File: config.mk
export PLATFORM = sky130hd
export DESIGN_NAME = jrc_square_cell
export DESIGN_NICKNAME = d
export VERILOG_FILES = /design/src/jrc_pkg.sv /design/src/jrc_square_cell.sv
export SDC_FILE = /design/constraint.sdc
export NUM_CORES = 2
export LEC_CHECK = 0
export BUFFER_PORTS_ARGS = -buffer_cell sky130_fd_sc_hd__buf_2
export CORE_MARGIN = 4
export CORE_UTILIZATION = 35
export CTS_CLUSTER_SIZE = 20
export DETAILED_ROUTE_END_ITERATION = 10
export SYNTH_ARGS = -nofsm -noshare
export SYNTH_HDL_FRONTEND = slang
export SYNTH_SLANG_ARGS = --single-unit
File: constraint.sdc
create_clock -name clock -period 19 [get_ports clock]
set_input_delay 2.85 -clock clock [delete_from_list [all_inputs] [get_ports clock]]
set_output_delay 2.85 -clock clock [all_outputs]
set_load 0.05 [all_outputs]
File: src/jrc_pkg.sv
// ----------------------------------------------------------------------------
// jrc_pkg: joystick response curve shared definitions
// Register indexes, curve codes, default parameters and the request tag that
// travels with every stick sample through the pipeline.
// ----------------------------------------------------------------------------
package jrc_pkg;

   localparam int FRAC_BITS_DEFAULT = 16;
   localparam int GUARD_BITS        = 6;
   localparam int TAYLOR_TERMS      = 16;
   localparam int SQUARINGS         = 6;
   localparam int QUO_BITS          = 8;
   localparam int CSR_INDEX_BITS    = 1;
   localparam int CSR_DATA_BITS     = 16;

   localparam logic [CSR_INDEX_BITS-1:0] CSR_CURVE_MODE  = 1'd0;
   localparam logic [CSR_INDEX_BITS-1:0] CSR_CURVE_PARAM = 1'd1;

   localparam logic [2:0] CURVE_LINEAR = 3'd0;
   localparam logic [2:0] CURVE_SQUARE = 3'd1;
   localparam logic [2:0] CURVE_CUBE   = 3'd2;
   localparam logic [2:0] CURVE_EXPO   = 3'd3;
   localparam logic [2:0] CURVE_SCURVE = 3'd4;
   localparam logic [2:0] CURVE_PIECE  = 3'd5;

   localparam logic [15:0] PARAM_MIN      = 16'd41;
   localparam logic [15:0] K_DEFAULT      = 16'd6144;
   localparam logic [15:0] BP_DEFAULT_NUM = 16'd3;
   localparam logic [15:0] BP_DEFAULT_DEN = 16'd10;
   localparam logic [15:0] Q12_DEN        = 16'd4096;
   localparam logic [6:0]  MAG_MAX        = 7'd127;

   typedef struct packed {
      logic [6:0] mag;
      logic       neg;
   } jrc_tag_type;

endpackage

File: src/jrc_square_cell.sv
// ----------------------------------------------------------------------------
// jrc_square_cell: one squaring step on two lanes
// Raises e^(-x/64) towards e^(-x) by repeated squaring, one step per cell.
// ----------------------------------------------------------------------------
module jrc_square_cell #(
   parameter int WORK_BITS = 22
) (
   input  logic                      clock,
   input  logic                      reset,
   input  logic                      in_valid,
   output logic                      in_ready,
   input  jrc_pkg::jrc_tag_type      in_tag,
   input  logic [1:0][WORK_BITS:0]   in_val,
   output logic                      out_valid,
   input  logic                      out_ready,
   output jrc_pkg::jrc_tag_type      out_tag,
   output logic [1:0][WORK_BITS:0]   out_val
);
   import jrc_pkg::*;

   localparam int W = WORK_BITS;

   logic              valid_ff, valid_in;
   jrc_tag_type       tag_ff;
   logic [1:0][W:0]   val_ff, val_in;
   logic [2*W+1:0]    sq_full [2];

   assign in_ready = !valid_ff || out_ready;
   assign valid_in = in_valid;

   always_comb begin
      for (int i = 0; i < 2; i++) begin
         sq_full[i] = (2*W+2)'(in_val[i]) * (2*W+2)'(in_val[i]);
         val_in[i]  = sq_full[i][2*W:W];
      end
   end

   always_ff @(posedge clock) begin
      if (reset) begin
         valid_ff <= 1'b0;
      end else if (in_ready) begin
         valid_ff <= valid_in;
      end
   end

   always_ff @(posedge clock) begin
      if (in_ready) begin
         tag_ff <= in_tag;
         val_ff <= val_in;
      end
   end

   assign out_valid = valid_ff;
   assign out_tag   = tag_ff;
   assign out_val   = val_ff;

endmodule

==> run summary <==
Clock Tree Buf Depth: 2
Reg2Reg Launch Point: out_valid$_SDFFE_PP0P_
Seq/Total Area, Yosys: 5.42%
crit end category: flop
Worst R2R Path Depth: 2
syn_nets: 4304
number of synthesized flops with an enable pin: 54
Hold Startpoint: out_valid$_SDFFE_PP0P_
mapped cell area: 30300 µm²
cts hold-fix bufs: 0
Hold Path End: out_valid$_SDFFE_PP0P_
RSZ-0062 raised after global routing: no
core area: 85500 µm²
Slew HR: 56.9%
Final Hold Fails: 0
CTS buffer count: 5
I/O Pins: 114
wire per inst: 16.2 µm
count of cell types in the netlist: 58
final antenna-violating net count: 0
PostCTS Resize Cnt: 0
Slew Viols, Final: 0
R2R setup slack: 17.36 ns
Peak Freq: 102 MHz
RD Place Congestion: 0.845
Max-Cap Viols: 0
Syn-to-layout area delta: 6.04%
clock sink count: 55
Avg Inst Size Synth: 9.64 µm²
final setup fails: 0
most frequent cells in the layout: 994 x inv_1, 768 x fa_1, 338 x ha_1, 293 x nand2_1, 196 x and2_1
worst-margin pin slew: 0.638 ns
die area: 91300 µm²
hold depth: 2
Final Util: 37.5%
Hold Path Class: flop to flop
Critical path origin: in_val[32]
die height: 302 µm
antenna diode count: 0
initial DRC count: 901
Worst setup SP type: primary input
Fill cells: 8625
clk_skew: 0.0186 ns
Die Wd: 302 µm
Async S/R FF share, synth: 0%
Crit Reg-Reg Endpoint: out_val[25]$_DFFE_PP_
DR pass1 iterations: 5
remaining global-route overflow: 0
cell row count: 107
clk_lat worst skew: 0.34 ns
Detailed Route WL: 69800 µm
Setup Fix Bufs, Post-CTS: 0
GRT Resource Usage Total: 16.3%
Vias/cell: 4.55
Multi-input gate area: 24600 µm²
Max H-tree Level: 2
vias: 19.6k
first-pass GRT wire length: 117000 µm
Crit Path Category: primary input to flop
initial antenna violation count: 0
Port Buffers: 113
layout cells sized above 1: 4.48%
Critical Path RT: 19.10 ns
Initial Util: 35.4%
Mapped Cells: 3140
number of global-route vias before repair: 22.4k
clock slew at reported path FFs: 0.10 ns
commonest non-fill, non-tap cell in the layout: inv_1
Fin Setup TNS: 0 ns
Max Fanout on Critical Path: 20
CTS Root Cell: clkbuf_16
status: completed
largest net degree at the start of global routing: 30
Seq. cell area: 1640 µm²
CTS tree: yes
flops & latches, synth: 55
nets: 4334
Final Cycle Share: 51.5%
post-DP HPWL: 58600 µm
ys flop type: edfxtp_1
DRC: 0
final worst path period need: 9.79 ns
Arrival @ worst endpoint: 9.89 ns
Ys Warns: 0
==> worst max-delay path by stage <==
stage	end
4_1_cts	out_val[38]$_DFFE_PP_
3_3_place_gp	out_val[38]$_DFFE_PP_
2_1_floorplan	out_val[20]$_DFFE_PP_
3_5_place_dp	out_val[38]$_DFFE_PP_
5_1_grt	out_val[15]$_DFFE_PP_
6_report	out_val[38]$_DFFE_PP_
==> cells in the mapped netlist, drive strengths merged, types with 8 or more instances <==
| library cell | number | area (µm²) |
|---|---|---|
| a21o | 35 | 263 |
| o21bai | 14 | 105 |
| xnor2 | 39 | 342 |
| nor3 | 9 | 45.0 |
| nor2b | 10 | 62.6 |
| fa | 768 | 15400 |
| xor2 | 33 | 289 |
| nand2 | 293 | 1100 |
| ha | 338 | 4230 |
| and2 | 196 | 1230 |
| nand4 | 14 | 87.6 |
| o21ai | 20 | 100 |
| edfxtp | 54 | 1620 |
| clkbuf | 90 | 338 |
| o21a | 8 | 60.1 |
| inv | 994 | 3730 |
| nor2 | 73 | 274 |
| nand3 | 9 | 45.0 |
| a21oi | 63 | 319 |
==> critical path: stages <==
cell and delay, ns:
buf_2 0.42, inv_1 0.29, nor2_1 0.29, fa_1 0.50, ha_1 0.31, a21oi_1 0.21
fa_1 0.44, inv_1 0.08, fa_1 0.44, fa_1 0.56, fa_1 0.43, fa_1 0.44
ha_1 0.33, a21oi_1 0.20, o21ai_0 0.12, a31oi_1 0.34, a31o_2 0.31, a211oi_1 0.13
or3_1 0.45, a31oi_2 0.43, o21bai_1 0.15, xor2_1 0.15
==> registers in the layout, indices dropped and copies added (netlist names) <==
name / count
out_tag: 8
out_val: 46
out_valid: 1
==> through the flow <==
stage          instance area [µm²]  hold WS, ns  instances  worst slack [ns]
6_report                     32100        0.894       4315              9.21
5_1_grt                      32100         1.00       4315              8.90
3_3_place_gp                 32000        0.895       4307              8.99
4_1_cts                      32100        0.928       4315              9.30
3_5_place_dp                 32000        0.920       4307              8.93
2_1_floorplan                30300         2.36       3140              9.60
==> kinds of logic (layout without fill, tap and decap cells) <==
kind of cell / after synthesis / count (layout) / synth area share, %
adders and majority gates: 1106 / 1106 / 64.7
buffers and inverters: 1087 / 1118 / 13.5
and+or+nand+nor: 629 / 629 / 9.92
AOI/OAI and AO/OA: 187 / 187 / 4.22
xor gates and xnor gates: 72 / 72 / 2.08
DFF: 55 / 55 / 5.42
muxes: 4 / 4 / 0.145
==> area by class of cell <==
| cell class | count | area share [%] |
|---|---|---|
| Tap cell | 1144 | 4.46 |
| Clock inverter | 3 | 0.105 |
| Clock buffer | 5 | 0.390 |
| Sequential cell | 55 | 5.11 |
| Multi-Input combinational cell | 1998 | 76.5 |
| Timing Repair Buffer | 114 | 1.78 |
| Inverter | 996 | 11.6 |
==> metal layers <==
layer	wire [µm]	share of wire [%]	GRT usage (%)	up-vias
li1	-	-	-	9164
met1	31300	45	22.1	10100
met2	34200	49	28.1	350
met3	3060	4.4	2.33	64
met4	1250	1.8	3.21	0
met5	0	0	0	-
Power is left out: the tool's default activity adds up to more than one toggle a clock period on the data nets, which glitch-free logic cannot reach.
