### src/jrc_pkg.sv
// ----------------------------------------------------------------------------
// jrc_pkg: joystick response curve shared definitions
// Register indexes, curve codes, default parameters and the request tag that
// travels with every stick sample through the pipeline.
// ----------------------------------------------------------------------------
package jrc_pkg;

   localparam int FRAC_BITS_DEFAULT = 16;
   localparam int GUARD_BITS        = 6;
   localparam int TAYLOR_TERMS      = 16;
   localparam int SQUARINGS         = 6;
   localparam int QUO_BITS          = 8;
   localparam int CSR_INDEX_BITS    = 1;
   localparam int CSR_DATA_BITS     = 16;

   localparam logic [CSR_INDEX_BITS-1:0] CSR_CURVE_MODE  = 1'd0;
   localparam logic [CSR_INDEX_BITS-1:0] CSR_CURVE_PARAM = 1'd1;

   localparam logic [2:0] CURVE_LINEAR = 3'd0;
   localparam logic [2:0] CURVE_SQUARE = 3'd1;
   localparam logic [2:0] CURVE_CUBE   = 3'd2;
   localparam logic [2:0] CURVE_EXPO   = 3'd3;
   localparam logic [2:0] CURVE_SCURVE = 3'd4;
   localparam logic [2:0] CURVE_PIECE  = 3'd5;

   localparam logic [15:0] PARAM_MIN      = 16'd41;
   localparam logic [15:0] K_DEFAULT      = 16'd6144;
   localparam logic [15:0] BP_DEFAULT_NUM = 16'd3;
   localparam logic [15:0] BP_DEFAULT_DEN = 16'd10;
   localparam logic [15:0] Q12_DEN        = 16'd4096;
   localparam logic [6:0]  MAG_MAX        = 7'd127;

   typedef struct packed {
      logic [6:0] mag;
      logic       neg;
   } jrc_tag_type;

endpackage

### src/jrc_term_cell.sv
// ----------------------------------------------------------------------------
// jrc_term_cell: one Taylor term of e^(-x) on two lanes
// Multiplies the previous term by the argument, divides by the term order
// through a reciprocal and folds the term into the running sum.
// ----------------------------------------------------------------------------
module jrc_term_cell #(
   parameter int WORK_BITS = 22,
   parameter int ORDER     = 1
) (
   input  logic                          clock,
   input  logic                          reset,
   input  logic                          in_valid,
   output logic                          in_ready,
   input  jrc_pkg::jrc_tag_type          in_tag,
   input  logic [1:0][WORK_BITS-1:0]     in_arg,
   input  logic [1:0][WORK_BITS:0]       in_term,
   input  logic [1:0][WORK_BITS+1:0]     in_sum,
   output logic                          out_valid,
   input  logic                          out_ready,
   output jrc_pkg::jrc_tag_type          out_tag,
   output logic [1:0][WORK_BITS-1:0]     out_arg,
   output logic [1:0][WORK_BITS:0]       out_term,
   output logic [1:0][WORK_BITS+1:0]     out_sum
);
   import jrc_pkg::*;

   localparam int W  = WORK_BITS;
   localparam int RS = W + GUARD_BITS;
   localparam longint unsigned RECIP_FULL =
      ((64'd1 << RS) + 64'(ORDER) - 64'd1) / 64'(ORDER);
   localparam logic [RS:0] RECIP = (RS+1)'(RECIP_FULL);
   localparam bit SUBTRACT = (ORDER % 2) == 1;

   logic                   mid_valid_ff, mid_valid_in, mid_ready;
   jrc_tag_type            mid_tag_ff;
   logic [1:0][W-1:0]      mid_arg_ff;
   logic [1:0][W:0]        mid_prod_ff, mid_prod_in;
   logic [1:0][W+1:0]      mid_sum_ff;
   logic                   out_valid_ff, out_valid_in;
   jrc_tag_type            out_tag_ff;
   logic [1:0][W-1:0]      out_arg_ff;
   logic [1:0][W:0]        out_term_ff, out_term_in;
   logic [1:0][W+1:0]      out_sum_ff, out_sum_in;
   logic [2*W:0]           prod_full [2];
   logic [2*W+7:0]         quo_full [2];

   assign mid_ready    = !out_valid_ff || out_ready;
   assign in_ready     = !mid_valid_ff || mid_ready;
   assign mid_valid_in = in_valid;
   assign out_valid_in = mid_valid_ff;

   always_comb begin
      for (int i = 0; i < 2; i++) begin
         prod_full[i]   = (2*W+1)'(in_term[i]) * (2*W+1)'(in_arg[i]);
         mid_prod_in[i] = prod_full[i][2*W:W];
         quo_full[i]    = (2*W+8)'(mid_prod_ff[i]) * (2*W+8)'(RECIP);
         out_term_in[i] = quo_full[i][RS +: W+1];
         if (SUBTRACT) begin
            if ((W+2)'(out_term_in[i]) > mid_sum_ff[i]) begin
               out_sum_in[i] = '0;
            end else begin
               out_sum_in[i] = mid_sum_ff[i] - (W+2)'(out_term_in[i]);
            end
         end else begin
            out_sum_in[i] = mid_sum_ff[i] + (W+2)'(out_term_in[i]);
         end
      end
   end

   always_ff @(posedge clock) begin
      if (reset) begin
         mid_valid_ff <= 1'b0;
         out_valid_ff <= 1'b0;
      end else begin
         if (in_ready) begin
            mid_valid_ff <= mid_valid_in;
         end
         if (mid_ready) begin
            out_valid_ff <= out_valid_in;
         end
      end
   end

   always_ff @(posedge clock) begin
      if (in_ready) begin
         mid_tag_ff  <= in_tag;
         mid_arg_ff  <= in_arg;
         mid_prod_ff <= mid_prod_in;
         mid_sum_ff  <= in_sum;
      end
      if (mid_ready) begin
         out_tag_ff  <= mid_tag_ff;
         out_arg_ff  <= mid_arg_ff;
         out_term_ff <= out_term_in;
         out_sum_ff  <= out_sum_in;
      end
   end

   assign out_valid = out_valid_ff;
   assign out_tag   = out_tag_ff;
   assign out_arg   = out_arg_ff;
   assign out_term  = out_term_ff;
   assign out_sum   = out_sum_ff;

endmodule

### config.mk
export PLATFORM = sky130hd
export DESIGN_NAME = jrc_term_cell
export DESIGN_NICKNAME = d
export VERILOG_FILES = /design/src/jrc_pkg.sv /design/src/jrc_term_cell.sv
export SDC_FILE = /design/constraint.sdc
export NUM_CORES = 2
export LEC_CHECK = 0
export ABC_AREA = 1
export BUFFER_PORTS_ARGS = -buffer_cell sky130_fd_sc_hd__buf_2
export CELL_PAD_IN_SITES_DETAIL_PLACEMENT = 0
export CELL_PAD_IN_SITES_GLOBAL_PLACEMENT = 1
export CORE_MARGIN = 2
export CORE_UTILIZATION = 30
export DETAILED_ROUTE_END_ITERATION = 16
export PLACE_DENSITY_LB_ADDON = 0.08
export SETUP_SLACK_MARGIN = 0.3
export SLEW_MARGIN = 20
export SYNTH_ARGS = -nofsm -noshare
export SYNTH_HDL_FRONTEND = slang
export SYNTH_SLANG_ARGS = --single-unit
### constraint.sdc
create_clock -name clock -period 8.9 [get_ports clock]
set_clock_uncertainty 0.1 [all_clocks]
set_input_delay 1.335 -clock clock [delete_from_list [all_inputs] [get_ports clock]]
set_output_delay 1.335 -clock clock [all_outputs]
set_load 0.02 [all_outputs]
==> impl_metrics.tcl <==
set metrics [dict create \
    numCtsBuffers 41 \
    yosysSeqAreaShare_pct 19.1 \
    gp_congestion 0.813 \
    area_delta_synth_final_pct 10.8 \
    fin_tns_setup_ns 0 \
    grt_max_degree 68 \
    rsz0062_at_grt "false" \
    postCtsSetupRepairBufs 0 \
    initial_utilization_pct 30.3 \
    critical_path_required_ns 9.18 \
    grt_pass1_vias 38300 \
    drc 0 \
    track_usage_pct 20.2 \
    drt-pass1-iter-count 5 \
    final_nets 6973 \
    cap_violations 0 \
    status "complete, no violations" \
    chipHeight_um 396 \
    finalCriticalPeriod_ns 7.48 \
    synth_area_um2 46000 \
    yosys_warnings 0 \
    hp-class "flip-flop to flip-flop" \
    final-max-slew-violation-count 0 \
    syn_inst 5427 \
    coreArea_um2 152000 \
    clk_latency_ns 0.64 \
    finalSetupViolations 0 \
    die_x_um 396 \
    routed_wl_mm 154 \
    avgSynthCellArea_um2 8.48 \
    rows 143 \
    grt_pass1_wl_mm 238 \
    via_count 34300 \
    drive_above_1_share_pct 7.60 \
    hold_viol 0 \
    floorplan.die_area_um2 157000 \
    worst_slew_pin_slew_ns 0.931 \
    synth-edff-count 292 \
    max_slew_margin_pct 37.9 \
    viasPerCell 4.46 \
    path_clk_slew_ns 0.06 \
    avgRoutedWirePerCell_um 20.0 \
    hpwl_mm 125 \
    drt-initial-drc-count 1534 \
    postRouteAntennaNets 0 \
    clk_root_buffer_cell "clkbuf_16" \
    setup.worst_path.class "input pin to flip-flop" \
    ys_async_sr_fraction_pct 0 \
    synth-main-ff-cell "edfxtp_1" \
    grt.overflow.total 0 \
    max_freq_ghz 0.134 \
    clockBufferDepth 3 \
    htreeDepth 2 \
    cts_tree "done" \
    end_kind "flip-flop" \
    ys_types 43 \
    final_common_cell "inv_1" \
    crit_fanout 24 \
    cts-resized-gates 0 \
    port_buffers 297 \
    synth_nets 6771 \
    ctsHoldBuffers 0 \
    synth_seq_cells 294 \
    io_pins 298 \
    fin_crit_sh_pct 84.1 \
    critPathLaunchType "input pin" \
    layout_common_cells "1498 x inv_1, 1484 x nand2_1, 834 x fa_1" \
    cts_sinks 294 \
    antenna_cells 0 \
    cp.arrival_ns 7.77 \
    antenna_found_initial 8 \
]
-- critical path: stages --
cell and delay (ns):
buf_2 0.62, nand2_1 0.18, fa_1 0.55, fa_1 0.59, fa_1 0.46, fa_1 0.54
inv_1 0.05, fa_1 0.46, fa_1 0.57, fa_1 0.48, ha_1 0.35, nand2_1 0.13
nor2_1 0.27, inv_1 0.15, nor2_1 0.15, inv_1 0.07, o21ai_0 0.23, a21oi_1 0.14
xnor2_1 0.40
-- logic make-up (layout without fill, tap and decap cells) --
kind of cell	count (synthesis)	count (layout)	synth area share, %
xor gates and xnor gates	49	49	0.932
AOI/OAI and AO/OA	344	344	4.25
adders and majority gates	1194	1194	46.1
and+or+nand+nor	1861	1861	15.8
buffers and inverters	1685	1916	13.8
DFF	294	294	19.1
-- layer usage --
metal	part of all wire, %	GRT usage [%]
met4	2.1	4.09
met1	40	23.8
met2	55	39.3
met3	2.7	1.85
met5	0.033	0
-- final timing paths --
| kind | startpoint | to | slack (ns) | depth (start not counted) |
|---|---|---|---|---|
| hold / removal | mid_arg_ff[4]$_DFFE_PP_ | out_arg[4]$_DFFE_PP_ | 0.32 | 0 |
| setup / recovery | in_arg[7] | mid_prod_ff[1]$_DFFE_PP_ | 1.42 | 19 |
| setup reg to reg | mid_prod_ff[23]$_DFFE_PP_ | out_sum[44]$_SDFFCE_PN0P_ | 5.99 | 9 |
| hold reg to reg | mid_arg_ff[4]$_DFFE_PP_ | out_arg[4]$_DFFE_PP_ | 0.32 | 0 |
-- synthesized netlist by cell type (all sizes together) (19+ instances only) --
master  number  area, um^2
a21o        19         143
a21oi      175         880
clkbuf     180         676
edfxtp     292        8770
fa         834       16700
ha         360        4500
inv       1499        5630
nand2     1491        5610
nand3       97         503
nand4       24         150
nor2       213         807
nor3        24         120
o21ai       93         495
o21bai      21         158
xor2        31         272
-- layout make-up --
cell class | count | area [um^2]
clock buffers | 47 | 1050
inverters | 1500 | 5630
well taps | 2030 | 2540
fillers | 16300 | 101000
flip-flops and latches | 294 | 8810
multi-input cells | 3448 | 30900
repair buffers | 344 | 1840
clock inverters | 25 | 253
-- flip-flops by register name, summed over array words and instances, names as in the netlist --
register      count
out_arg          44
mid_sum_ff       48
out_valid         1
out_term         46
mid_prod_ff      46
mid_tag_ff        8
mid_arg_ff       44
mid_valid_ff      1
out_sum          48
out_tag           8
-- through the flow --
step	hold slack [ns]	instances	setup WS (ns)	cell area, um^2	utilization (%)
2_1_floorplan	0.300	5427	1.96	46000	-
3_3_place_gp	0.301	7616	0.681	49700	32.7
3_5_place_dp	0.305	7616	0.708	49700	32.7
4_1_cts	0.308	7688	1.38	51000	33.5
5_1_grt	0.321	7688	1.15	51000	33.5
6_report	0.316	7688	1.42	51000	33.5
Power is not shown: default switching activity piles up to over one toggle a cycle in this logic, so the estimate is an artifact.
