===== src/jrc_pkg.sv =====
// ----------------------------------------------------------------------------
// jrc_pkg: joystick response curve shared definitions
// Register indexes, curve codes, default parameters and the request tag that
// travels with every stick sample through the pipeline.
// ----------------------------------------------------------------------------
package jrc_pkg;

   localparam int FRAC_BITS_DEFAULT = 16;
   localparam int GUARD_BITS        = 6;
   localparam int TAYLOR_TERMS      = 16;
   localparam int SQUARINGS         = 6;
   localparam int QUO_BITS          = 8;
   localparam int CSR_INDEX_BITS    = 1;
   localparam int CSR_DATA_BITS     = 16;

   localparam logic [CSR_INDEX_BITS-1:0] CSR_CURVE_MODE  = 1'd0;
   localparam logic [CSR_INDEX_BITS-1:0] CSR_CURVE_PARAM = 1'd1;

   localparam logic [2:0] CURVE_LINEAR = 3'd0;
   localparam logic [2:0] CURVE_SQUARE = 3'd1;
   localparam logic [2:0] CURVE_CUBE   = 3'd2;
   localparam logic [2:0] CURVE_EXPO   = 3'd3;
   localparam logic [2:0] CURVE_SCURVE = 3'd4;
   localparam logic [2:0] CURVE_PIECE  = 3'd5;

   localparam logic [15:0] PARAM_MIN      = 16'd41;
   localparam logic [15:0] K_DEFAULT      = 16'd6144;
   localparam logic [15:0] BP_DEFAULT_NUM = 16'd3;
   localparam logic [15:0] BP_DEFAULT_DEN = 16'd10;
   localparam logic [15:0] Q12_DEN        = 16'd4096;
   localparam logic [6:0]  MAG_MAX        = 7'd127;

   typedef struct packed {
      logic [6:0] mag;
      logic       neg;
   } jrc_tag_type;

endpackage


===== src/jrc_div_cell.sv =====
// ----------------------------------------------------------------------------
// jrc_div_cell: one bit of a restoring divider
// Compares the partial remainder with the shifted divisor and settles one
// quotient bit.
// ----------------------------------------------------------------------------
module jrc_div_cell #(
   parameter int NUM_BITS = 31,
   parameter int DEN_BITS = 25,
   parameter int BIT      = 7
) (
   input  logic                             clock,
   input  logic                             reset,
   input  logic                             in_valid,
   output logic                             in_ready,
   input  jrc_pkg::jrc_tag_type             in_tag,
   input  logic [NUM_BITS-1:0]              in_rem,
   input  logic [DEN_BITS-1:0]              in_den,
   input  logic [jrc_pkg::QUO_BITS-1:0]     in_quo,
   output logic                             out_valid,
   input  logic                             out_ready,
   output jrc_pkg::jrc_tag_type             out_tag,
   output logic [NUM_BITS-1:0]              out_rem,
   output logic [DEN_BITS-1:0]              out_den,
   output logic [jrc_pkg::QUO_BITS-1:0]     out_quo
);
   import jrc_pkg::*;

   localparam int CW = (NUM_BITS > DEN_BITS + QUO_BITS) ? NUM_BITS : DEN_BITS + QUO_BITS;

   logic                  valid_ff, valid_in;
   jrc_tag_type           tag_ff;
   logic [NUM_BITS-1:0]   rem_ff, rem_in;
   logic [DEN_BITS-1:0]   den_ff;
   logic [QUO_BITS-1:0]   quo_ff, quo_in;
   logic [CW-1:0]         shifted, rem_ext;

   assign in_ready = !valid_ff || out_ready;
   assign valid_in = in_valid;

   always_comb begin
      shifted = CW'(in_den) << BIT;
      rem_ext = CW'(in_rem);
      rem_in  = in_rem;
      quo_in  = in_quo;
      if (rem_ext >= shifted) begin
         rem_in      = NUM_BITS'(rem_ext - shifted);
         quo_in[BIT] = 1'b1;
      end
   end

   always_ff @(posedge clock) begin
      if (reset) begin
         valid_ff <= 1'b0;
      end else if (in_ready) begin
         valid_ff <= valid_in;
      end
   end

   always_ff @(posedge clock) begin
      if (in_ready) begin
         tag_ff <= in_tag;
         rem_ff <= rem_in;
         den_ff <= in_den;
         quo_ff <= quo_in;
      end
   end

   assign out_valid = valid_ff;
   assign out_tag   = tag_ff;
   assign out_rem   = rem_ff;
   assign out_den   = den_ff;
   assign out_quo   = quo_ff;

endmodule


===== config.mk =====
export PLATFORM = sky130hd
export DESIGN_NAME = jrc_div_cell
export DESIGN_NICKNAME = d
export VERILOG_FILES = /design/src/jrc_pkg.sv /design/src/jrc_div_cell.sv
export SDC_FILE = /design/constraint.sdc
export NUM_CORES = 1
export LEC_CHECK = 0
export BUFFER_PORTS_ARGS = -buffer_cell sky130_fd_sc_hd__buf_2
export CAP_MARGIN = 5
export CORE_MARGIN = 5
export CORE_UTILIZATION = 49
export DETAILED_ROUTE_END_ITERATION = 6
export GPL_TIMING_DRIVEN = 1
export PLACE_DENSITY = 0.8
export RECOVER_POWER = 50
export SETUP_SLACK_MARGIN = 0.1
export SLEW_MARGIN = 20
export SYNTH_ARGS = -nofsm -noshare
export SYNTH_HDL_FRONTEND = slang
export SYNTH_SLANG_ARGS = --single-unit

===== constraint.sdc =====
create_clock -name clock -period 3.27 [get_ports clock]
set_input_delay 0.327 -clock clock [delete_from_list [all_inputs] [get_ports clock]]
set_output_delay 0.327 -clock clock [all_outputs]
set_load 0.02 [all_outputs]

==> flow_summary.yaml, run 1 <==
final_layout:
  nFillCells: 703
  drive_gt1_share_pct: 19.32
  area_delta_synth_final_pct: 26.03
  nets: 598
  finalInstanceArea_sq_um: 4858
  diodes: 0
floorplanning:
  core-area_sq_um: 7687
  start_util_pct: 50.15
  die_h_um: 98.70
  die_w_um: 98.70
  die_area_sq_um: 9741
  core.rowCount: 32
  io_pins: 150
synthesis:
  synth_compound_gate_area_share_pct: 14.38
  synthSimpleGateAreaFrac_pct: 11.72
  synth_nets: 444
  synth_area_sq_um: 3855
  synthXorXnorAreaFrac_pct: 3.862
  ys_ff_latch: 73
  synth_top_family_by_area: "compound AO/OA/AOI/OAI gates"
  yosysWarnings: 0
  synth_cells: 343
  synthDistinctLibCells: 42
  synth.avg_cell_area_sq_um: 11.24
  ys_async_sr_fraction_pct: 0
  post_synth_mux_area_share_pct: 0.7790
  seq_area_frac_synth_pct: 56.60
  synth_fa_ha_area_share_pct: 8.309
  synth_edf_count: 72
  ys.flop_type: "edfxtp_1"
clock_tree:
  cts_max_level: 3
  cts_tree: "built"
  cts.sinks: 73
  postCtsHoldBufs: 0
  cts_buffers: 9
  cts-root-buf: "clkbuf_8"
  cts.clk_slew.worst_paths_ns: 0.08
  post_cts_buffers: 0
  cts_resized: 0
  clock_latency_ns: 0.35
  clockBufferDepth: 2
critical_path:
  critPathKind: "input port to flip-flop"
  slowest_stage: "o41ai_4"
  startpoint: "in_den[1]"
  end_kind: "flip-flop"
  path_cells: "clkbuf_1, inv_1, ha_1, nor2b_1, o21bai_1, a31oi_1, nor2_1, a21oi_2, o41ai_4, buf_4, o21ai_1"
  cp_data_arrival_time_ns: 2.62
  worstPathMaxFanout: 19
  cp_slowest_stage_delay_ns: 0.52
  critPathLaunchType: "input port"
  critPathRequiredTime_ns: 3.36
  r2r-start: "out_valid"
  path_buf_inv: 3
  crit_family: "compound AO/OA/AOI/OAI gates"
pwr:
  peakVddDrop_uv: 238.8
  power.leakage_nw: 2.096
  power.density_nw_per_um2: 524.0
timing:
  finalCritPeriodShare_pct: 77.36
  post-route-min-period_ns: 2.530
  hold_viol_final: 0
  slew_headroom_pct: 48.43
  finalSetupViolations: 0
  worst_pin_slew_ns: 0.7735
  drv_slew: 0
  finClkSkew_ns: 0.01008
  fmax_mhz: 395.3
  whs_ns: 0.1256
  rsz0062_at_grt: "no"
  fin_tns_setup_ns: 0
placed_design:
  place_area_sq_um: 4715
  portBuffers: 149
  gp_congestion: 0.8589
  dpl.hpwl_mm: 7.050
run_status:
  status: "finished clean"
grt:
  antenna_found_initial: 0
  grtUsageTotal_pct: 18.41
  grt_overflow: 0
  grt_pass1_wl_mm: 14.46
  grt_max_degree: 59
  grt_pass1_vias: 3039
run:
  cap_violations: 0
drt:
  first_iter_violations: 155
  post_drt_via_cell_ratio: 5.089
  dr.pass1.iters: 4
  ant_nets: 0
  postRouteWirelength_mm: 8.977
  wire_per_inst_um: 14.86
  drc: 0
  num_vias: 3074
min_path:
  hold_class: "input port to flip-flop"
  min_from: "reset"
cell families (layout without fill, tap and decap cells):
group,after synthesis,count (layout)
flip-flops,73,73
adder cells (fa/ha/maj),25,25
buffers and inverters,38,197
multiplexers,3,3
XOR/XNOR,17,17
AO/OA/AOI/OAI,91,91
AND/OR/NAND/NOR,96,96
synth_stat cells (all sizes together) (7+ instances only):
cell,number,area share (%)
nand2b,8,1.3
xor2,10,2.3
inv,28,2.7
a21oi,30,4.1
edfxtp,72,56
o21ai,32,4.2
xnor2,7,1.6
nor2,15,1.5
a21o,7,1.4
nand2,39,3.8
nand3,10,1.3
ha,24,7.8
area by class of cell:
cell class | instances | area, sq um | share of cell area [%]
flip-flops and latches | 73 | 2182 | 44.91
multi-input cells | 232 | 1524 | 31.37
repair buffers | 153 | 681.9 | 14.04
clock buffers | 11 | 131.4 | 2.704
well taps | 102 | 127.6 | 2.627
clock inverters | 5 | 106.4 | 2.189
inverters | 28 | 105.1 | 2.163
path summary, 6_finish.rpt:
check                end  slack [ns]  cells after the start
max          out_rem[24]        0.74                     11
min            out_valid        0.13                      2
max reg2reg  out_den[23]        1.66                      2
min reg2reg    out_valid        1.10                      2
per-layer routing:
| metal | global-route usage, % | wire length, um | vias up |
|---|---|---|---|
| li1 | - | - | 1560 |
| met1 | 23.09 | 3919 | 1393 |
| met2 | 30.27 | 4126 | 110 |
| met3 | 6.369 | 815 | 11 |
| met4 | 5.357 | 116 | 0 |
| met5 | 0 | 0 | - |
sequential cells by signal (all words and copies together) (netlist names):
| signal | count |
|---|---|
| out_den | 25 |
| out_quo | 8 |
| out_rem | 31 |
| out_tag | 8 |
| out_valid | 1 |
placed cells by master, fill, tap and decap left out, types with 3 or more instances in the layout:
cell type | synthesis | routed
clkbuf_1 | 5 | 77
buf_2 | 1 | 74
edfxtp_1 | 72 | 72
nand2_1 | 39 | 39
inv_1 | 28 | 28
a21oi_1 | 28 | 28
ha_1 | 24 | 24
o21ai_1 | 17 | 17
o21ai_0 | 15 | 15
nor2_1 | 15 | 15
nand3_1 | 10 | 10
xor2_1 | 10 | 10
clkbuf_8 | 0 | 9
a21o_1 | 7 | 7
xnor2_1 | 7 | 7
nand2b_1 | 8 | 7
nor3_1 | 6 | 6
o31ai_1 | 5 | 5
nor2b_1 | 4 | 4
nand4_1 | 4 | 4
buf_4 | 0 | 4
o21bai_1 | 3 | 3
a31oi_1 | 3 | 3
mux2i_1 | 3 | 3
bufinv_16 | 0 | 3
per-stage QoR:
| step | worst slack (ns) | cells | power, mW | util, % |
|---|---|---|---|---|
| floorplan | 0.5739 | 343 | 1.553 | - |
| global placement | 0.4718 | 588 | 1.730 | 61.33 |
| detailed placement | 0.4114 | 588 | 1.742 | 61.33 |
| CTS | 0.7912 | 604 | 2.588 | 64.42 |
| global route | 0.5005 | 604 | 2.671 | 63.20 |
| finish | 0.7403 | 604 | 2.546 | 63.20 |
power by group:
group / internal [mW] / switching (mW) / total (mW)
registers: 1.13 / 0.0220 / 1.15
clock network: 0.509 / 0.336 / 0.845
logic: 0.195 / 0.358 / 0.553
total: 1.83 / 0.717 / 2.55
Note: power is estimated with default switching activity, not from simulation.
==> run 2, diff against run 1 <==
- ABC_AREA: unset -> 1
- CORE_UTILIZATION: 49 -> 46
- PLACE_DENSITY: 0.8 -> 0.77
- clock period: 3.27 -> 2.2 ns (I/O delays scaled with it)
==> run 2 against run 1 <==
Global-route usage grew 1.9 points; via count grew 32%; core utilization shrank 4.7 points; combinational power grew 80%; die area grew 24%; synthesized cell count grew 62%; sequential power grew 49%; clock power grew 54%; setup slack lost 0.44 ns; highest routed layer unchanged; power grew 57%; sequential share of layout area shrank 6.6 points.
==> flow_summary.yaml, run 2 <==
timing:
  finClkSkew_ns: 0.009040
  finalSetupViolations: 0
  hold_viol_final: 0
  rsz0062_at_grt: "no"
  worst_pin_slew_ns: 0.9176
  finalWorstSetupSlack_ns: 0.3050
  finalCritPeriodShare_pct: 86.14
  fmax_mhz: 527.7
  post-route-min-period_ns: 1.895
  drv_slew: 0
  slew_headroom_pct: 38.68
placed_design:
  pre_cts_ws_ns: -0.004431
  gp_congestion: 0.9058
  dpl.cell_count: 841
  dpl.hpwl_mm: 9.592
  portBuffers: 149
pwr:
  p_int_mw: 2.764
  power_frac_seq_pct: 42.7
  p_clk_share_pct: 32.4
  sw_frac_of_total_pct: 30.95
  peakVddDrop_uv: 308.0
  switchingPower_mw: 1.239
  power.leakage_nw: 2.948
  power.density_nw_per_um2: 703.3
  comb_power_share_pct: 24.9
clock_tree:
  clock_latency_ns: 0.36
  clockBufferDepth: 2
  cts_tree: "built"
  cts_max_level: 3
  post_cts_buffers: 0
  cts_buffers: 9
  cts.clk_slew.worst_paths_ns: 0.08
  cts-root-buf: "clkbuf_8"
  cts.sinks: 73
synthesis:
  synth.avg_cell_area_sq_um: 8.222
  synth_compound_gate_area_share_pct: 1.831
  ys_ff_latch: 73
  synth_top_cell_by_area: "edfxtp_1"
  synth_area_sq_um: 4579
  post_synth_mux_area_share_pct: 0
  synth_most_common_cell: "nand2_1"
  ys.flop_type: "edfxtp_1"
  synth_top_family_by_area: "simple AND/OR/NAND/NOR gates"
  synth_nets: 658
  synthXorXnorAreaFrac_pct: 1.721
  synth_edf_count: 72
  synth.area.top_cells: "edfxtp_1 (47%), nand2_1 (16%), inv_1 (9.6%), ha_1 (6.6%), nand3_1 (5.0%)"
  synthSimpleGateAreaFrac_pct: 30.82
  synth_fa_ha_area_share_pct: 6.995
  seq_area_frac_synth_pct: 47.65
  synth_cells: 557
  synthDistinctLibCells: 30
  yosys.area.top_type_share_pct: 47.21
  ys_async_sr_fraction_pct: 0
  yosysWarnings: 0
  synth_common_cells: "nand2_1 (196), inv_1 (117), edfxtp_1 (72)"
floorplanning:
  die_w_um: 109.8
  die_h_um: 109.8
  io_pins: 150
  core.rowCount: 36
  die_area_sq_um: 12050
  start_util_pct: 47.07
  core-area_sq_um: 9729
grt:
  grtUsageTotal_pct: 20.32
  grt_pass1_vias: 3810
  grt_overflow: 0
  grt_max_degree: 31
  grt_pass1_wl_mm: 18.64
  antenna_found_initial: 0
critical_path:
  startpoint: "out_valid"
  r2r-start: "out_valid"
  crit_family: "simple AND/OR/NAND/NOR gates"
  ff2ff_path_depth: 2
  slowest_stage: "nand2_1"
  worstPathMaxFanout: 20
  critPathRequiredTime_ns: 1.98
  cp_num_cells: 2
  r2r_setup_slack_ns: 0.57
  critPathKind: "flip-flop to output pin"
  cp_slowest_stage_delay_ns: 0.67
  path_cells: "nand2_1, buf_2"
  reg2reg_to: "out_rem[17]"
  critPathLaunchType: "flip-flop"
  path_buf_inv: 1
  cp_data_arrival_time_ns: 1.67
  worstSetupEndpoint: "in_ready"
  end_kind: "output pin"
run_status:
  status: "finished clean"
drt:
  num_vias: 4057
  ant_nets: 0
  postRouteWirelength_mm: 12.21
  drc: 0
  wire_per_inst_um: 14.23
  first_iter_violations: 185
  post_drt_via_cell_ratio: 4.728
  dr.pass1.iters: 5
run:
  cap_violations: 0
final_layout:
  drive_gt1_share_pct: 19.03
  layout_commonest_cell: "nand2_1"
  nets: 821
  largest_reg_flops: 31
  final_cell_mix: "nand2_1 (196), inv_1 (117), buf_2 (86), edfxtp_1 (72), clkbuf_1 (64)"
  final_cells: 858
  diodes: 0
  area_delta_synth_final_pct: 24.29
min_path:
  hold_class: "input port to flip-flop"
[run 2: cell types whose count changed after synthesis, sizes merged, moves of 7 or more]
cell and delta:
nand2 +165, inv +91, nand3 +48, o21ai -30, a21oi -19, nor2 +19
nand2b -8, a21o -7
[run 2: area by class of cell]
type	instances	area, sq um
flip-flops and latches	73	2182
well taps	133	166.4
multi-input cells	359	1894
repair buffers	158	762.0
clock buffers	10	127.6
clock inverters	6	112.6
inverters	119	446.7
fillers	928	4038
[run 2: worst min-delay path by stage]
| stage | slack (ns) | start | to | cells after the start |
|---|---|---|---|---|
| global placement | 0.38 | reset | out_valid | 2 |
| finish | 0.04 | in_quo[2] | out_quo[2] | 1 |
| floorplan | 0.29 | reset | out_valid | 1 |
| global route | 0.01 | in_tag[2] | out_tag[2] | 1 |
| CTS | 0.002 | reset | out_valid | 2 |
| detailed placement | 0.38 | reset | out_valid | 2 |
[run 2: power by group through the flow]
stage	clock [mW]	sequential, mW	combinational (mW)
2_1_floorplan	0	1.92	0.511
3_3_place_gp	0	1.73	1.01
5_1_grt	1.39	1.72	1.11
3_5_place_dp	0	1.74	1.02
6_report	1.30	1.71	0.998
4_1_cts	1.31	1.71	1.03
[run 2: metal layers]
metal | global-route usage, % | wire [um]
met1 | 27.36 | 5508
met4 | 6.233 | 178
met5 | 0 | 0
met3 | 4.756 | 1073
met2 | 32.56 | 5448
[run 2: repair_timing]
| item | 4_1_cts | 5_1_grt |
|---|---|---|
| hold buffers | 0 | 1 |
| hold endpoints to repair | 0 | 1 |
| resized for setup | 0 | 0 |
[run 2: worst register-to-register path, delay by kind of cell, from the launching register on]
kind | cells | cell delay [ns]
flip-flops | 1 | 0.33
AND/OR/NAND/NOR | 1 | 0.67
buffers and inverters | 1 | 0.29
[run 2: per-stage QoR]
stage	TNS, ns	utilization (%)	hold slack [ns]	cell area [sq um]	power [mW]
finish	0	58.50	0.03535	5692	4.003
global route	0	58.50	0.01480	5692	4.217
CTS	0	59.29	0.002168	5768	4.046
detailed placement	-0.004431	56.82	0.3812	5528	2.758
global placement	0	56.82	0.3756	5528	2.741
floorplan	0	-	0.2891	4582	2.428
[run 2: logic make-up (layout without fill, tap and decap cells)]
kind of cell,Yosys count,count (layout)
AO/OA/AOI/OAI,14,14
adder cells (fa/ha/maj),25,25
XOR/XNOR,9,9
AND/OR/NAND/NOR,311,311
flip-flops,73,73
buffers and inverters,125,293
==> run 3, diff against run 2 <==
- CORE_UTILIZATION: 46 -> 25
- CTS_CLUSTER_SIZE: unset -> 8
- PLACE_DENSITY: 0.77 -> unset
- SLEW_MARGIN: 20 -> unset
==> run 3 against run 2 <==
Core utilization shrank 26 points; largest power group unchanged; power grew 4.3%; critical endpoint unchanged; non-clock buffer count grew 1; setup slack lost 0.058 ns; cell count grew 11%.
==> flow_summary.yaml, run 3 (synthesis gave the netlist of run 2 again) <==
run_status:
  status: "finished clean"
floorplanning:
  die_area_sq_um: 21120
  io_pins: 150
  core-area_sq_um: 18020
  die_w_um: 145.3
  core.rowCount: 49
  die_h_um: 145.3
  start_util_pct: 25.41
critical_path:
  cp_slowest_stage_delay_ns: 0.75
  cp_data_arrival_time_ns: 1.73
  critPathKind: "flip-flop to output pin"
  path_buf_inv: 1
  worstPathMaxFanout: 21
  end_kind: "output pin"
  slowest_stage: "nand2_1"
  crit_family: "simple AND/OR/NAND/NOR gates"
  critPathRequiredTime_ns: 1.98
  path_cells: "nand2_1, buf_2"
  critPathLaunchType: "flip-flop"
pwr:
  power.leakage_nw: 2.960
  total_power_mw: 4.177
  peakVddDrop_uv: 352.5
  power.density_nw_per_um2: 713.2
final_layout:
  final_cells: 956
  largest_reg_flops: 31
  regArea_sq_um: 2182
  nets: 822
  drive_gt1_share_pct: 18.73
  finalInstanceArea_sq_um: 5857
  area_delta_synth_final_pct: 27.90
  final_cell_mix: "nand2_1 (196), inv_1 (117), buf_2 (84), edfxtp_1 (72), clkbuf_1 (68)"
  fin_util_pct: 32.49
  nFillCells: 1958
  multi_input_area_sq_um: 1894
  layout_commonest_cell: "nand2_1"
clock_tree:
  cts_buffers: 9
  postCtsHoldBufs: 0
  clock_latency_ns: 0.34
  cts_resized: 0
  cts_max_level: 3
  cts.clk_slew.worst_paths_ns: 0.05
  cts.sinks: 73
  post_cts_buffers: 0
  cts_tree: "built"
  clockBufferDepth: 2
  cts-root-buf: "clkbuf_16"
grt:
  grt_pass1_wl_mm: 21.39
  grtUsageTotal_pct: 12.66
  grt_pass1_vias: 4084
  grt_overflow: 0
  grt_max_degree: 29
  antenna_found_initial: 0
timing:
  fmax_mhz: 512.0
  hold_viol_final: 0
  drv_slew: 0
  post-route-min-period_ns: 1.953
  worst_pin_slew_ns: 1.028
  rsz0062_at_grt: "no"
  finalSetupViolations: 0
  finalCritPeriodShare_pct: 88.78
  slew_headroom_pct: 31.30
  finClkSkew_ns: 0.005480
placed_design:
  gp_congestion: 0.8870
  place_area_sq_um: 5650
  dpl.hpwl_mm: 10.76
  dpl.cell_count: 939
  portBuffers: 149
drt:
  post_drt_via_cell_ratio: 4.146
  dr.pass1.iters: 4
  first_iter_violations: 169
  wire_per_inst_um: 13.87
  ant_nets: 0
  drc: 0
  postRouteWirelength_mm: 13.26
  num_vias: 3964
min_path:
  hold_class: "input port to flip-flop"
run:
  cap_violations: 0
[run 3: layout make-up]
type	count	area share, %
diodes	1	0.04273
clock buffers	13	4.273
clock inverters	3	0.7263
inverters	119	7.627
well taps	229	4.892
flip-flops and latches	73	37.26
multi-input cells	359	32.34
repair buffers	159	12.84
[run 3: metal layers]
layer  wire length [um]  track usage, %
met3                929           4.796
met5                  0               0
met4                183           3.405
met2               5752           19.65
met1               6394           16.62
[run 3: report_power, final]
part           switching, mW  internal [mW]
registers             0.0309           1.68
clock network          0.560          0.908
logic                  0.676          0.320
[run 3: worst paths after layout]
check | start | end | slack [ns] | cells after the start
setup / recovery | out_valid | in_ready | 0.25 | 2
hold / removal | reset | out_valid | 0.04 | 2
setup reg to reg | out_valid | out_rem[14] | 0.27 | 2
hold reg to reg | out_valid | out_rem[30] | 1.32 | 1
[run 3: through the flow]
step                      TNS [ns]  worst slack [ns]  hold slack, ns
after floorplan                  0            0.3856          0.2891
after global placement    -0.01581          -0.01581          0.3953
after detailed placement  -0.05052          -0.05052          0.3893
after CTS                        0            0.3154         0.02074
after global routing             0            0.1007         0.03193
final                            0            0.2467         0.03800
